File: src/rtl/core/heading_hold_drive_mixer_core_assert.svh
// Assertion macros shared by the heading hold drive mixer RTL.
// Depends on nothing; files that check their own logic include it.
`ifndef HEADING_HOLD_DRIVE_MIXER_CORE_ASSERT_SVH
`define HEADING_HOLD_DRIVE_MIXER_CORE_ASSERT_SVH

// Same-cycle implication, checked on every rising edge outside reset.
`define HHDM_ASSERT_IMP(label, clk, rst_n, ante, cons, msg) \
	label: assert property (@(posedge clk) disable iff (!rst_n) (ante) |-> (cons)) \
		else $error(msg);

// Next-cycle implication, checked on every rising edge outside reset.
`define HHDM_ASSERT_NEXT(label, clk, rst_n, ante, cons, msg) \
	label: assert property (@(posedge clk) disable iff (!rst_n) (ante) |=> (cons)) \
		else $error(msg);

`endif

File: src/rtl/core/hhdm_pkg.sv
// Shared types, constants and helper functions of the heading hold drive mixer.
// Depends on nothing; the mode, multiply and mixer stages and the top level use it.
`timescale 1ns / 1ps
`default_nettype none

package hhdm_pkg;

	// Configuration register indexes.
	localparam logic [2:0] CFG_P_GAIN           = 3'd0;
	localparam logic [2:0] CFG_D_GAIN           = 3'd1;
	localparam logic [2:0] CFG_CORRECTION_RATIO = 3'd2;
	localparam logic [2:0] CFG_DEADBAND         = 3'd3;
	localparam logic [2:0] CFG_MIN_CORRECTION   = 3'd4;

	// Reset values of the deadband and minimum correction (0.10 in Q1.15).
	localparam logic [14:0] DEADBAND_RST = 15'd3277;
	localparam logic [14:0] MIN_CORR_RST = 15'd3277;

	// Largest drive command magnitude in Q1.15.
	localparam logic signed [16:0] CMD_MAX = 17'sd32767;

	// Mode codes as reported on the result.
	localparam logic [1:0] MODE_OFF  = 2'd0;
	localparam logic [1:0] MODE_HOLD = 2'd1;
	localparam logic [1:0] MODE_SAME = 2'd2;

	typedef enum logic [2:0] {
		ST_OFF  = 3'b001,
		ST_HOLD = 3'b010,
		ST_SAME = 3'b100
	} hold_state_t;

	typedef struct packed {
		logic [15:0] p_gain;
		logic [15:0] d_gain;
		logic [14:0] correction_ratio;
		logic [14:0] deadband;
		logic [14:0] min_correction;
	} cfg_regs_t;

	// One registered control tick.
	typedef struct packed {
		logic signed [15:0] forward_throttle;
		logic signed [15:0] turn_throttle;
		logic               straight_request;
		logic               half_power;
		logic signed [23:0] heading;
		logic signed [15:0] yaw_rate;
		logic               sensor_ready;
	} tick_t;

	// Mode after this tick's update and the heading to hold.
	typedef struct packed {
		logic               hold;
		logic               same;
		logic [1:0]         code;
		logic signed [23:0] target;
	} mode_info_t;

	// Products and control carried from the multiply stage to the mixer.
	typedef struct packed {
		logic signed [15:0] fwd;
		logic signed [15:0] turn;
		logic signed [41:0] p_prod;
		logic signed [32:0] d_prod;
		logic [15:0]        cap;
		logic               hold;
		logic               same;
		logic [1:0]         mode;
		logic               req;
		logic               half;
	} pd_stage_t;

	// A throttle whose magnitude is at or below the deadband becomes zero.
	function automatic logic signed [15:0] dead_zone(input logic signed [15:0] v,
			input logic [14:0] db);
		logic signed [16:0] v_ext;
		logic signed [16:0] lim;
		begin
			v_ext = {v[15], v};
			lim   = $signed({2'b00, db});
			if (v_ext >= -lim && v_ext <= lim) begin
				return '0;
			end
			return v;
		end
	endfunction

endpackage

`default_nettype wire

File: src/rtl/core/hhdm_if.sv
// Valid/ready channel interfaces of the heading hold drive mixer.
// Depends on nothing; the top level uses them as its ports.
`timescale 1ns / 1ps
`default_nettype none

interface hhdm_tick_if;
	logic               valid;
	logic               ready;
	logic signed [15:0] forward_throttle;
	logic signed [15:0] turn_throttle;
	logic               straight_request;
	logic               half_power;
	logic signed [23:0] heading;
	logic signed [15:0] yaw_rate;
	logic               sensor_ready;

	modport source (output valid, forward_throttle, turn_throttle, straight_request,
		half_power, heading, yaw_rate, sensor_ready, input ready);
	modport sink (input valid, forward_throttle, turn_throttle, straight_request,
		half_power, heading, yaw_rate, sensor_ready, output ready);
endinterface

interface hhdm_drive_if;
	logic               valid;
	logic               ready;
	logic signed [15:0] left_command;
	logic signed [15:0] right_command;
	logic               drive_active;
	logic [1:0]         mode;

	modport source (output valid, left_command, right_command, drive_active, mode,
		input ready);
	modport sink (input valid, left_command, right_command, drive_active, mode,
		output ready);
endinterface

interface hhdm_cfg_if;
	logic        valid;
	logic        ready;
	logic [2:0]  index;
	logic [15:0] data;

	modport source (output valid, index, data, input ready);
	modport sink (input valid, index, data, output ready);
endinterface

`default_nettype wire

File: src/rtl/core/heading_hold_drive_mixer_core.sv
// Top level of the heading hold drive mixer; instantiates hhdm_mode, hhdm_pd, hhdm_mix.
// Depends on hhdm_pkg, the interfaces in hhdm_if.sv and the assertion macro header.
`timescale 1ns / 1ps
`default_nettype none

// Differential drive mixer with a PD heading hold. Each request on the tick
// channel carries one control tick and yields exactly one request on the
// drive channel, in order. The block takes one tick per clock cycle while the
// drive channel takes its results; a tick passes through an input register,
// a register behind the three multipliers (error times P, rate times D and
// |forward| times the correction ratio) and the result register. Each stage
// moves on whenever the stage after it is empty or moving, so empty slots
// close up and the tick channel keeps accepting while a result waits to be
// taken. The off / heading hold / same throttle mode and the captured target
// heading are updated as a tick leaves the input register, so consecutive
// ticks see each other's mode exactly as in sequential processing. The
// configuration channel is always ready; a write to an index above four is
// ignored. Registers should be written only while no tick is in flight.
module heading_hold_drive_mixer_core (
	input  wire           clk,
	input  wire           arst_n,
	hhdm_tick_if.sink     tick,
	hhdm_drive_if.source  drive,
	hhdm_cfg_if.sink      cfg
);

	`include "heading_hold_drive_mixer_core_assert.svh"

	hhdm_pkg::cfg_regs_t  cfg_q;
	hhdm_pkg::tick_t      tick_s1;
	hhdm_pkg::mode_info_t mode_info;
	hhdm_pkg::pd_stage_t  pd_s2;

	logic v_s1;
	logic v_s2;
	logic v_s3;
	logic en1;
	logic en2;
	logic adv3;
	logic step;

	// Configuration registers. Writes are taken at any time.
	assign cfg.ready = 1'b1;

	always_ff @(posedge clk or negedge arst_n) begin
		if (!arst_n) begin
			cfg_q.p_gain           <= '0;
			cfg_q.d_gain           <= '0;
			cfg_q.correction_ratio <= '0;
			cfg_q.deadband         <= hhdm_pkg::DEADBAND_RST;
			cfg_q.min_correction   <= hhdm_pkg::MIN_CORR_RST;
		end else if (cfg.valid) begin
			case (cfg.index)
				hhdm_pkg::CFG_P_GAIN:           cfg_q.p_gain           <= cfg.data;
				hhdm_pkg::CFG_D_GAIN:           cfg_q.d_gain           <= cfg.data;
				hhdm_pkg::CFG_CORRECTION_RATIO: cfg_q.correction_ratio <= cfg.data[14:0];
				hhdm_pkg::CFG_DEADBAND:         cfg_q.deadband         <= cfg.data[14:0];
				hhdm_pkg::CFG_MIN_CORRECTION:   cfg_q.min_correction   <= cfg.data[14:0];
				default: begin
				end
			endcase
		end
	end

	// Pipeline flow control: a stage loads when it is empty or its content
	// moves on in the same cycle.
	assign adv3       = !v_s3 || drive.ready;
	assign en2        = !v_s2 || adv3;
	assign en1        = !v_s1 || en2;
	assign step       = v_s1 && en2;
	assign tick.ready = en1;

	always_ff @(posedge clk or negedge arst_n) begin
		if (!arst_n) begin
			v_s1 <= 1'b0;
			v_s2 <= 1'b0;
			v_s3 <= 1'b0;
		end else begin
			if (en1) begin
				v_s1 <= tick.valid;
			end
			if (en2) begin
				v_s2 <= v_s1;
			end
			if (adv3) begin
				v_s3 <= v_s2;
			end
		end
	end

	// Input register; payload needs no reset.
	always_ff @(posedge clk) begin
		if (en1 && tick.valid) begin
			tick_s1.forward_throttle <= tick.forward_throttle;
			tick_s1.turn_throttle    <= tick.turn_throttle;
			tick_s1.straight_request <= tick.straight_request;
			tick_s1.half_power       <= tick.half_power;
			tick_s1.heading          <= tick.heading;
			tick_s1.yaw_rate         <= tick.yaw_rate;
			tick_s1.sensor_ready     <= tick.sensor_ready;
		end
	end

	hhdm_mode u_mode (
		.clk          (clk),
		.arst_n       (arst_n),
		.step         (step),
		.req          (tick_s1.straight_request),
		.sensor_ready (tick_s1.sensor_ready),
		.heading      (tick_s1.heading),
		.info         (mode_info)
	);

	hhdm_pd u_pd (
		.clk   (clk),
		.load  (step),
		.tick  (tick_s1),
		.mi    (mode_info),
		.cfg   (cfg_q),
		.pd_s2 (pd_s2)
	);

	hhdm_mix u_mix (
		.clk            (clk),
		.load           (adv3 && v_s2),
		.pd_s2          (pd_s2),
		.min_correction (cfg_q.min_correction),
		.left_q         (drive.left_command),
		.right_q        (drive.right_command),
		.active_q       (drive.drive_active),
		.mode_q         (drive.mode)
	);

	assign drive.valid = v_s3;

	// A tick leaving the input register always lands in the multiply stage.
	`HHDM_ASSERT_NEXT(a_step_fills_s2, clk, arst_n, step, v_s2,
		"tick left stage one but stage two is empty")
	// Hold and same throttle exist only while go-straight is requested.
	`HHDM_ASSERT_IMP(a_mode_needs_req, clk, arst_n, v_s2 && !pd_s2.req,
		pd_s2.mode == hhdm_pkg::MODE_OFF, "mode is not off without a request")
	// Saturation keeps both commands off the most negative code.
	`HHDM_ASSERT_IMP(a_cmd_range, clk, arst_n, drive.valid,
		drive.left_command != -16'sd32768 && drive.right_command != -16'sd32768,
		"drive command outside the saturation range")
	// The unused mode code never reaches the result.
	`HHDM_ASSERT_IMP(a_mode_code, clk, arst_n, drive.valid,
		drive.mode == hhdm_pkg::MODE_OFF || drive.mode == hhdm_pkg::MODE_HOLD ||
		drive.mode == hhdm_pkg::MODE_SAME, "unused mode code on the result")

endmodule

`default_nettype wire

File: src/rtl/core/hhdm_mode.sv
// Mode machine of the heading hold drive mixer: off, heading hold, same throttle.
// Depends on hhdm_pkg.
`timescale 1ns / 1ps
`default_nettype none

module hhdm_mode (
	input  wire                       clk,
	input  wire                       arst_n,
	input  wire                       step,
	input  wire                       req,
	input  wire                       sensor_ready,
	input  wire  signed [23:0]        heading,
	output hhdm_pkg::mode_info_t      info
);

	hhdm_pkg::hold_state_t state_q;
	hhdm_pkg::hold_state_t state_nxt;
	logic signed [23:0]    target_q;
	logic                  capture;

	// The next state is what the tick in stage one sees; it is committed
	// only when that tick moves on.
	always_comb begin
		state_nxt = hhdm_pkg::ST_OFF;
		capture   = 1'b0;
		case (state_q)
			hhdm_pkg::ST_HOLD: begin
				if (!req) begin
					state_nxt = hhdm_pkg::ST_OFF;
				end else if (!sensor_ready) begin
					state_nxt = hhdm_pkg::ST_SAME;
				end else begin
					state_nxt = hhdm_pkg::ST_HOLD;
				end
			end
			hhdm_pkg::ST_SAME: begin
				state_nxt = req ? hhdm_pkg::ST_SAME : hhdm_pkg::ST_OFF;
			end
			default: begin
				if (req && sensor_ready) begin
					state_nxt = hhdm_pkg::ST_HOLD;
					capture   = 1'b1;
				end else if (req) begin
					state_nxt = hhdm_pkg::ST_SAME;
				end
			end
		endcase
	end

	always_ff @(posedge clk or negedge arst_n) begin
		if (!arst_n) begin
			state_q  <= hhdm_pkg::ST_OFF;
			target_q <= '0;
		end else if (step) begin
			state_q <= state_nxt;
			if (capture) begin
				target_q <= heading;
			end
		end
	end

	always_comb begin
		info.hold   = (state_nxt == hhdm_pkg::ST_HOLD);
		info.same   = (state_nxt == hhdm_pkg::ST_SAME);
		info.code   = info.hold ? hhdm_pkg::MODE_HOLD :
			(info.same ? hhdm_pkg::MODE_SAME : hhdm_pkg::MODE_OFF);
		info.target = capture ? heading : target_q;
	end

endmodule

`default_nettype wire

File: src/rtl/core/hhdm_pd.sv
// Multiply stage: deadband, heading error and the three products, registered.
// Depends on hhdm_pkg.
`timescale 1ns / 1ps
`default_nettype none

module hhdm_pd (
	input  wire                      clk,
	input  wire                      load,
	input  hhdm_pkg::tick_t          tick,
	input  hhdm_pkg::mode_info_t     mi,
	input  hhdm_pkg::cfg_regs_t      cfg,
	output hhdm_pkg::pd_stage_t      pd_s2
);

	logic signed [15:0] fwd;
	logic signed [15:0] turn;
	logic signed [24:0] err;
	logic signed [16:0] fwd_ext;
	logic signed [16:0] mag_ext;
	logic [15:0]        mag;
	logic signed [41:0] p_mul;
	logic signed [32:0] d_mul;
	logic [30:0]        cap_mul;

	always_comb begin
		fwd     = hhdm_pkg::dead_zone(tick.forward_throttle, cfg.deadband);
		turn    = hhdm_pkg::dead_zone(tick.turn_throttle, cfg.deadband);
		// Full precision error, no wrap at the heading width.
		err     = {mi.target[23], mi.target} - {tick.heading[23], tick.heading};
		fwd_ext = {fwd[15], fwd};
		mag_ext = fwd[15] ? -fwd_ext : fwd_ext;
		mag     = mag_ext[15:0];
		p_mul   = err * $signed({1'b0, cfg.p_gain});
		d_mul   = tick.yaw_rate * $signed({1'b0, cfg.d_gain});
		cap_mul = mag * cfg.correction_ratio;
	end

	always_ff @(posedge clk) begin
		if (load) begin
			pd_s2.fwd    <= fwd;
			pd_s2.turn   <= turn;
			pd_s2.p_prod <= p_mul;
			pd_s2.d_prod <= d_mul;
			pd_s2.cap    <= cap_mul[30:15];
			pd_s2.hold   <= mi.hold;
			pd_s2.same   <= mi.same;
			pd_s2.mode   <= mi.code;
			pd_s2.req    <= tick.straight_request;
			pd_s2.half   <= tick.half_power;
		end
	end

endmodule

`default_nettype wire

File: src/rtl/core/hhdm_mix.sv
// Mixer stage: PD sum, correction cap, left/right mix, saturation and halving.
// Depends on hhdm_pkg; drives the result register.
`timescale 1ns / 1ps
`default_nettype none

module hhdm_mix (
	input  wire                      clk,
	input  wire                      load,
	input  hhdm_pkg::pd_stage_t      pd_s2,
	input  wire  [14:0]              min_correction,
	output logic signed [15:0]       left_q,
	output logic signed [15:0]       right_q,
	output logic                     active_q,
	output logic [1:0]               mode_q
);

	logic signed [42:0] pd_sum;
	logic signed [34:0] pd_div;
	logic [15:0]        cap;
	logic signed [34:0] cap_ext;
	logic signed [15:0] corr;
	logic signed [15:0] turn_sel;
	logic signed [16:0] left_raw;
	logic signed [16:0] right_raw;
	logic signed [15:0] left_sat;
	logic signed [15:0] right_sat;
	logic signed [15:0] left_h;
	logic signed [15:0] right_h;

	always_comb begin
		pd_sum  = {pd_s2.p_prod[41], pd_s2.p_prod}
			- {{10{pd_s2.d_prod[32]}}, pd_s2.d_prod};
		// Arithmetic shift gives the floor of the division by 256.
		pd_div  = pd_sum[42:8];
		cap     = (pd_s2.cap < {1'b0, min_correction}) ? {1'b0, min_correction} : pd_s2.cap;
		cap_ext = $signed({19'b0, cap});
		if (pd_div > cap_ext) begin
			corr = $signed(cap);
		end else if (pd_div < -cap_ext) begin
			corr = -$signed(cap);
		end else begin
			corr = pd_div[15:0];
		end

		if (pd_s2.hold) begin
			turn_sel = corr;
		end else if (pd_s2.same) begin
			turn_sel = '0;
		end else begin
			turn_sel = pd_s2.turn;
		end

		left_raw  = {pd_s2.fwd[15], pd_s2.fwd} - {turn_sel[15], turn_sel};
		right_raw = {pd_s2.fwd[15], pd_s2.fwd} + {turn_sel[15], turn_sel};

		if (left_raw > hhdm_pkg::CMD_MAX) begin
			left_sat = hhdm_pkg::CMD_MAX[15:0];
		end else if (left_raw < -hhdm_pkg::CMD_MAX) begin
			left_sat = -hhdm_pkg::CMD_MAX[15:0];
		end else begin
			left_sat = left_raw[15:0];
		end
		if (right_raw > hhdm_pkg::CMD_MAX) begin
			right_sat = hhdm_pkg::CMD_MAX[15:0];
		end else if (right_raw < -hhdm_pkg::CMD_MAX) begin
			right_sat = -hhdm_pkg::CMD_MAX[15:0];
		end else begin
			right_sat = right_raw[15:0];
		end

		// Halving rounds toward zero: add one to negative values first.
		if (pd_s2.half) begin
			left_h  = (left_sat + $signed({15'b0, left_sat[15]})) >>> 1;
			right_h = (right_sat + $signed({15'b0, right_sat[15]})) >>> 1;
		end else begin
			left_h  = left_sat;
			right_h = right_sat;
		end
	end

	always_ff @(posedge clk) begin
		if (load) begin
			left_q   <= left_h;
			right_q  <= -right_h;
			active_q <= pd_s2.req;
			mode_q   <= pd_s2.mode;
		end
	end

endmodule

`default_nettype wire
File: src/flat_wrapper.sv
// flat-port wrapper written by rule: the top's interface ports become plain ports
module heading_hold_drive_mixer_core_flat 
  (clk, arst_n, tick_valid, tick_forward_throttle, tick_turn_throttle, tick_straight_request, tick_half_power, tick_heading, tick_yaw_rate, tick_sensor_ready, tick_ready, drive_valid, drive_left_command, drive_right_command, drive_drive_active, drive_mode, drive_ready, cfg_valid, cfg_index, cfg_data, cfg_ready);
  hhdm_tick_if tick_i ();
  hhdm_drive_if drive_i ();
  hhdm_cfg_if cfg_i ();
  input  wire clk;
  input  wire arst_n;
  input wire logic [$bits(tick_i.valid)-1:0] tick_valid;
  input wire logic [$bits(tick_i.forward_throttle)-1:0] tick_forward_throttle;
  input wire logic [$bits(tick_i.turn_throttle)-1:0] tick_turn_throttle;
  input wire logic [$bits(tick_i.straight_request)-1:0] tick_straight_request;
  input wire logic [$bits(tick_i.half_power)-1:0] tick_half_power;
  input wire logic [$bits(tick_i.heading)-1:0] tick_heading;
  input wire logic [$bits(tick_i.yaw_rate)-1:0] tick_yaw_rate;
  input wire logic [$bits(tick_i.sensor_ready)-1:0] tick_sensor_ready;
  output wire logic [$bits(tick_i.ready)-1:0] tick_ready;
  output wire logic [$bits(drive_i.valid)-1:0] drive_valid;
  output wire logic [$bits(drive_i.left_command)-1:0] drive_left_command;
  output wire logic [$bits(drive_i.right_command)-1:0] drive_right_command;
  output wire logic [$bits(drive_i.drive_active)-1:0] drive_drive_active;
  output wire logic [$bits(drive_i.mode)-1:0] drive_mode;
  input wire logic [$bits(drive_i.ready)-1:0] drive_ready;
  input wire logic [$bits(cfg_i.valid)-1:0] cfg_valid;
  input wire logic [$bits(cfg_i.index)-1:0] cfg_index;
  input wire logic [$bits(cfg_i.data)-1:0] cfg_data;
  output wire logic [$bits(cfg_i.ready)-1:0] cfg_ready;
  assign tick_i.valid = tick_valid;
  assign tick_i.forward_throttle = tick_forward_throttle;
  assign tick_i.turn_throttle = tick_turn_throttle;
  assign tick_i.straight_request = tick_straight_request;
  assign tick_i.half_power = tick_half_power;
  assign tick_i.heading = tick_heading;
  assign tick_i.yaw_rate = tick_yaw_rate;
  assign tick_i.sensor_ready = tick_sensor_ready;
  assign tick_ready = tick_i.ready;
  assign drive_valid = drive_i.valid;
  assign drive_left_command = drive_i.left_command;
  assign drive_right_command = drive_i.right_command;
  assign drive_drive_active = drive_i.drive_active;
  assign drive_mode = drive_i.mode;
  assign drive_i.ready = drive_ready;
  assign cfg_i.valid = cfg_valid;
  assign cfg_i.index = cfg_index;
  assign cfg_i.data = cfg_data;
  assign cfg_ready = cfg_i.ready;
  heading_hold_drive_mixer_core u_core (.clk(clk), .arst_n(arst_n), .tick(tick_i), .drive(drive_i), .cfg(cfg_i));
endmodule
File: config.mk
export PLATFORM = sky130hd
export DESIGN_NAME = heading_hold_drive_mixer_core_flat
export DESIGN_NICKNAME = d
export VERILOG_FILES = /design/src/rtl/core/hhdm_pkg.sv /design/src/rtl/core/hhdm_if.sv /design/src/rtl/core/heading_hold_drive_mixer_core.sv /design/src/rtl/core/hhdm_mode.sv /design/src/rtl/core/hhdm_pd.sv /design/src/rtl/core/hhdm_mix.sv /design/src/flat_wrapper.sv
export VERILOG_INCLUDE_DIRS = /design/src /design/src/rtl/core
export SDC_FILE = /design/constraint.sdc
export NUM_CORES = 2
export LEC_CHECK = 0
export BUFFER_PORTS_ARGS = -buffer_cell sky130_fd_sc_hd__buf_2
export CORE_MARGIN = 2
export CORE_UTILIZATION = 35
export CTS_CLUSTER_DIAMETER = 80
export DETAILED_ROUTE_END_ITERATION = 8
export MAX_ROUTING_LAYER = met4
export PLACE_DENSITY = 0.56
export RECOVER_POWER = 100
export SYNTH_ARGS = -nofsm -noshare
export SYNTH_HDL_FRONTEND = slang
export SYNTH_HIERARCHICAL = 1
export SYNTH_SLANG_ARGS = --single-unit
File: constraint.sdc
create_clock -name clk -period 15.2 [get_ports clk]
set_input_delay 2.28 -clock clk [delete_from_list [all_inputs] [get_ports clk]]
set_output_delay 2.28 -clock clk [all_outputs]
set_load 0.02 [all_outputs]
## Yosys cells after proc, flatten, opt, wreduce, memory -nomap -nowiden

Index checks and enable logic that the tools add are counted.

- Multipliers: 3
- Shift operators: 0
- Magnitude comparators: 11
- Add/sub/neg operators: 11
- Bitwise logic cells: 0
- Reductions and logical operators: 19
- Divide/modulo/power cells: 0
- Muxes and demuxes: 27
- Eq/ne operators: 8

Operators by type and width:

| cell | count |
|---|---|
| 2-to-1 mux 16 bit | 16 |
| negator 16 bit | 3 |
| subtractor 42 x 33 -> 43 bit | 1 |
| multiplier 25 x 17 -> 42 bit | 1 |
| greater-than comparator 35 x 17 -> 1 bit | 1 |
| less-than comparator 35 bit | 1 |
| negator 16 -> 35 bit | 1 |
| greater-or-equal comparator 16 x 17 -> 1 bit | 2 |
| greater-than comparator 17 x 16 -> 1 bit (second input constant) | 2 |
| less-than comparator 17 x 16 -> 1 bit (second input constant) | 2 |
| multiplier 16 x 17 -> 33 bit | 1 |
| adder 16 x 2 -> 16 bit | 2 |
| less-or-equal comparator 16 bit | 2 |
| multiplier 16 x 15 -> 31 bit | 1 |
| subtractor 24 x 24 -> 25 bit | 1 |
| 2-to-1 mux 24 bit | 1 |
| adder 16 x 16 -> 17 bit | 1 |
| negator 15 -> 17 bit | 1 |
| subtractor 16 x 16 -> 17 bit | 1 |
| less-than comparator 16 x 15 -> 1 bit | 1 |
| == test 3 x 2 -> 1 bit (second input constant) | 4 |
| 2-to-1 mux 3 bit | 4 |
| AND reduction 2 bit | 5 |
| == test 3 bit (second input constant) | 3 |
| other kinds (9) | 21 |

- Bits in latches: 0
- Input port bits: 99
- RAM bits: 0
- Memories kept: 0
- Register bits: 346
- Word-level logic and storage cells: 110
- Output and inout port bits: 38
- Memory bits (read-only): 0

## Longest topological paths before layout

- Depth in word-level cells: 14
- Mapped depth: 52
- Depth with buffers taken out: 46

## By module

The synthesis kept the hierarchy.

Modules (own cells, without submodules):

| module | area an instance (um2) | instances | cells each |
|---|---|---|---|
| hhdm_pd | 39400.3 | 1 | 4324 |
| hhdm_mix | 10814.1 | 1 | 1519 |
| heading_hold_drive_mixer_core | 5382.7 | 1 | 256 |
| hhdm_mode | 1375.1 | 1 | 95 |

## Worst setup path after synthesis

Ideal clock, no wire load.

- Kind: input port to flip-flop
- From: in drive_ready
- To: reg u_core.u_mode.target_q[0]
- Stages: 5
- Arrival time: 14637 ps
- Buffers on the path: 1
- Setup slack: 438 ps
- Cells stage by stage: nor2b_1 a21boi_0 o211ai_2 buf_6 mux2_2

- Longest elaborated chain between the ends: 3

RTL lines:

| item | RTL line | RTL |
|---|---|---|
| start: declaration | flat_wrapper.sv:23 | `input wire logic [$bits(drive_i.ready)-1:0] drive_ready;` |
| logical OR 1 bit | heading_hold_drive_mixer_core.sv:67 | `assign adv3 = !v_s3 \|\| drive.ready;` |
| logical OR 1 bit | heading_hold_drive_mixer_core.sv:68 | `assign en2 = !v_s2 \|\| adv3;` |
| logical AND 1 bit | heading_hold_drive_mixer_core.sv:70 | `assign step = v_s1 && en2;` |
| via u_core.step | heading_hold_drive_mixer_core.sv:40 | `logic step;` |
| end signal: assignment | hhdm_mode.sv:57 | `target_q <= heading;` |
| end: declaration | hhdm_mode.sv:18 | `logic signed [23:0] target_q;` |

The timed path passes the listed nets, and every way through them passes these cells.
A chain may end at the register's enable or synchronous reset.

## Final worst setup path

- From: reg u_core/cfg_q[16] in the netlist's numbering
- To: reg, netlist name u_core/u_pd/pd_s2[18]

- Longest elaborated chain between the ends: 8
- Elaborated cells between the ends (all ways): 9

RTL lines:

| item | RTL line | RTL |
|---|---|---|
| start: declaration | heading_hold_drive_mixer_core.sv:29 | `hhdm_pkg::cfg_regs_t cfg_q;` |
| negator 15 -> 17 bit | hhdm_pkg.sv:82 | `if (v_ext >= -lim && v_ext <= lim) begin` |
| greater-or-equal comparator 16 x 17 -> 1 bit | hhdm_pkg.sv:82 |  |
| logical AND 1 bit * | hhdm_pkg.sv:82 |  |
| 2-to-1 mux 1 bit * | hhdm_pkg.sv:82 |  |
| 2-to-1 mux 16 bit * | hhdm_pkg.sv:85 | `return v;` |
| negator 16 bit | hhdm_pd.sv:31 | `mag_ext = fwd[15] ? -fwd_ext : fwd_ext;` |
| 2-to-1 mux 16 bit * | hhdm_pd.sv:31 |  |
| multiplier 16 x 15 -> 31 bit * | hhdm_pd.sv:35 | `cap_mul = mag * cfg.correction_ratio;` |
| via u_core.u_pd.cap_mul[27] | hhdm_pd.sv:23 | `logic [30:0] cap_mul;` |

The timed path passes the listed nets; every way through them passes the cells marked *.

==> results.py <==
metrics = {
    "yosys": {
        "ys_warn_count": 6,
        "avgSynthCellArea_um2": 9.20,
        "synth-seq-area-share": 0.173,
        "synthArstFlopShare": 0.309,
        "syn_area_mm2": 0.0570,
        "synth_nets": 7603,
        "synth_edf_count": 239,
        "synth_cells": 6194,
        "ys_seq_elements": 346,
        "ys_types": 126,
        "ys.flop_type": "edfxtp_1",
    },
    "setup_path": {
        "reg2reg_from": "u_core/cfg_q[16]",
        "reg2reg_to": "u_core/u_pd/pd_s2[18]",
        "cp_max_fo": 52,
        "slowest_stage": "clkbuf_1",
        "crit_type": "reg -> reg",
        "r2r_setup_slack_ps": 1670,
        "worstPathArrival_ps": 13960,
        "cp-start-kind": "flop",
        "cpPeakStageDelay_ps": 1560,
        "cp-end-kind": "flop",
        "rr_worst_depth": 41,
        "cp_data_required_time_ps": 15630,
    },
    "layout": {
        "mostFrequentLayoutCells": "inv_1, fa_1, nand2_1, ha_1, and2_1",
        "final_nets": 7563,
        "drive_gt1_frac": 0.0714,
        "final_common_cell": "inv_1",
        "syn2layout_area_growth_pct": 7.34,
    },
    "timing": {
        "finalHoldViolations": 0,
        "fin_crit_ps": 13530,
        "skew_ps": 50.1,
        "fin_setup_tns_ps": 0,
        "setup_viol": 0,
        "period_share": 0.890,
        "slew_headroom": -1.42,
        "slew_violations": 501,
        "worst_pin_slew_ps": 3640,
        "rsz0062_at_grt": "no",
        "fmax_mhz": 73.9,
    },
    "place": {
        "gp_congestion": 0.904,
        "dpl.hpwl_um": 127000,
        "portBuffers": 135,
    },
    "floorplan": {
        "die_h_um": 407,
        "dieArea_mm2": 0.166,
        "ioPinCount": 137,
        "start_util": 0.351,
        "dieWidth_um": 407,
        "rows": 148,
        "core_area_mm2": 0.162,
    },
    "cts": {
        "clkSlewWorstSetupHoldPaths_ps": 60,
        "insertion_delay_ps": 690,
        "cts_buffers": 48,
        "postCtsSetupBuffers": 0,
        "postCtsHoldBufs": 0,
        "cts_tree": "done",
        "clock_sinks": 346,
        "cts-root-buf": "clkbuf_16",
        "htreeDepth": 2,
        "clk_path_buf_depth": 3,
        "cts_resized": 0,
    },
    "detailed_routing": {
        "vias": 43800,
        "drc_errors": 0,
        "finalWirelength_um": 164000,
        "initialDrtViolationCount": 2703,
        "via_per_inst": 5.23,
        "ant_nets": 0,
        "drt_first_pass_iters": 5,
        "wl_per_cell_um": 19.6,
    },
    "hold_path": {
        "min_path_cells": 0,
        "whs_endpoint": "u_core/u_mix/mode_q[1]",
        "hp-start": "u_core/u_pd/pd_s2[3]",
        "worst_hold_path_type": "reg -> reg",
    },
    "global_routing": {
        "grtUsageTotal": 0.204,
        "gr-total-overflow": 0,
        "grt_pass1_wl_um": 262000,
        "grt_use_met3": 0.0238,
        "grt_pass1_vias": 46000,
        "top_usage_layer": "met2",
        "met1_usage": 0.269,
        "grt_max_degree": 63,
        "grtUsageMet2": 0.338,
        "antenna_found_initial": 10,
    },
    "status": {
        "violations": "max-capacitance violations, max-slew violations",
        "outcome": "complete, but fails checks",
    },
    "run": {
        "maxCapViolations": 15,
    },
}
critical path: cells and delay by family (launching register included):
family	cells	cell delay [ps]
flops	1	410
compound gates	13	4430
simple gates	9	2090
mux	1	180
xor+xnor	1	180
fa+ha+maj	10	3820
buf+inv	7	2140
state kept, by name, indices dropped and copies added (netlist names):
register / flops
u_core/drive.valid: 1
u_core/v_s2: 1
u_core/u_mix/active_q: 1
u_core/u_mix/right_q: 16
u_core/v_s1: 1
u_core/tick_s1: 75
u_core/u_mode/target_q: 24
u_core/cfg_q: 77
u_core/u_mix/left_q: 16
u_core/u_pd/pd_s2: 129
u_core/u_mix/mode_q: 2
u_core/u_mode/state_q: 3
area by class of cell:
| class | instances | area (µm²) |
|---|---|---|
| Timing Repair Buffer | 201 | 1080 |
| Fill cell | 16500 | 101000 |
| Antenna cell | 3 | 7.51 |
| Clock inverter | 26 | 310 |
| Clock buffer | 64 | 1320 |
| Tap cell | 2175 | 2720 |
| Multi-Input combinational cell | 4492 | 41800 |
| Sequential cell | 346 | 9870 |
| Inverter | 1065 | 4000 |
per-layer routing:
layer | part of all wire | vias up
li1 | - | 20400
met1 | 0.45 | 22000
met2 | 0.47 | 1132
met3 | 0.050 | 206
met4 | 0.021 | 0
met5 | 0 | -
stage by stage:
step	hold slack (ps)	cell area, µm²	setup WS (ps)	std cells	util
after floorplan	400	57000	438	6194	-
after global placement	401	59700	3380	8279	0.368
after detailed placement	405	59700	3130	8279	0.368
after CTS	419	61400	3050	8369	0.378
after global routing	423	61100	884	8369	0.377
final	417	61200	1670	8372	0.377
cell families (layout without fill, tap and decap cells):
kind of cell,after synthesis,after routing,synth area share
and+or+nand+nor,1877,1877,0.167
DFF,346,346,0.173
xor gates and xnor gates,200,200,0.0313
other,1,4,0.0000658
buffers and inverters,1356,1356,0.0924
muxes,149,149,0.0292
adders and majority gates,1320,1320,0.391
AOI/OAI and AO/OA,945,945,0.116
Yosys cell counts (17+ instances only):
library cell	count	share of area
inv_1	1064	0.070
fa_1	767	0.27
nand2_1	681	0.045
ha_1	543	0.12
and2_1	347	0.038
edfxtp_1	239	0.13
a21oi_1	237	0.021
clkbuf_1	235	0.015
nor2_1	225	0.015
xnor2_1	134	0.021
mux2_2	130	0.026
o21ai_0	129	0.011
nand3_1	107	0.0094
a21o_1	101	0.013
and3_1	94	0.010
nor3_1	93	0.0082
dfrtp_1	92	0.040
xor2_1	63	0.0097
nand4_1	59	0.0065
nand2b_1	56	0.0061
nor2b_1	54	0.0059
o21a_1	42	0.0055
a311oi_1	38	0.0058
a211oi_1	37	0.0049
o211ai_1	32	0.0042
o311ai_0	31	0.0048
a31oi_1	29	0.0032
buf_2	27	0.0024
nor4_1	25	0.0027
nor3b_1	23	0.0030
or3_1	22	0.0024
o31ai_1	20	0.0026
o21bai_1	18	0.0024
mux2i_1	17	0.0030
how the worst max path moves through the flow:
stage                startpoint                         to  slack, ps  cells past startpoint
2_1_floorplan       drive_ready  u_core/u_mode/target_q[0]        440                      5
3_3_place_gp    u_core/cfg_q[7]   u_core/u_mix/right_q[15]       3380                     42
4_1_cts         u_core/cfg_q[6]   u_core/u_mix/right_q[15]       3050                     41
6_report       u_core/cfg_q[16]      u_core/u_pd/pd_s2[18]       1670                     41
5_1_grt        u_core/cfg_q[16]      u_core/u_pd/pd_s2[18]        880                     41
3_5_place_dp    u_core/cfg_q[6]   u_core/u_mix/right_q[15]       3130                     41
Power is not shown: default switching activity piles up to over one toggle a cycle in this logic, so the estimate is an artifact.
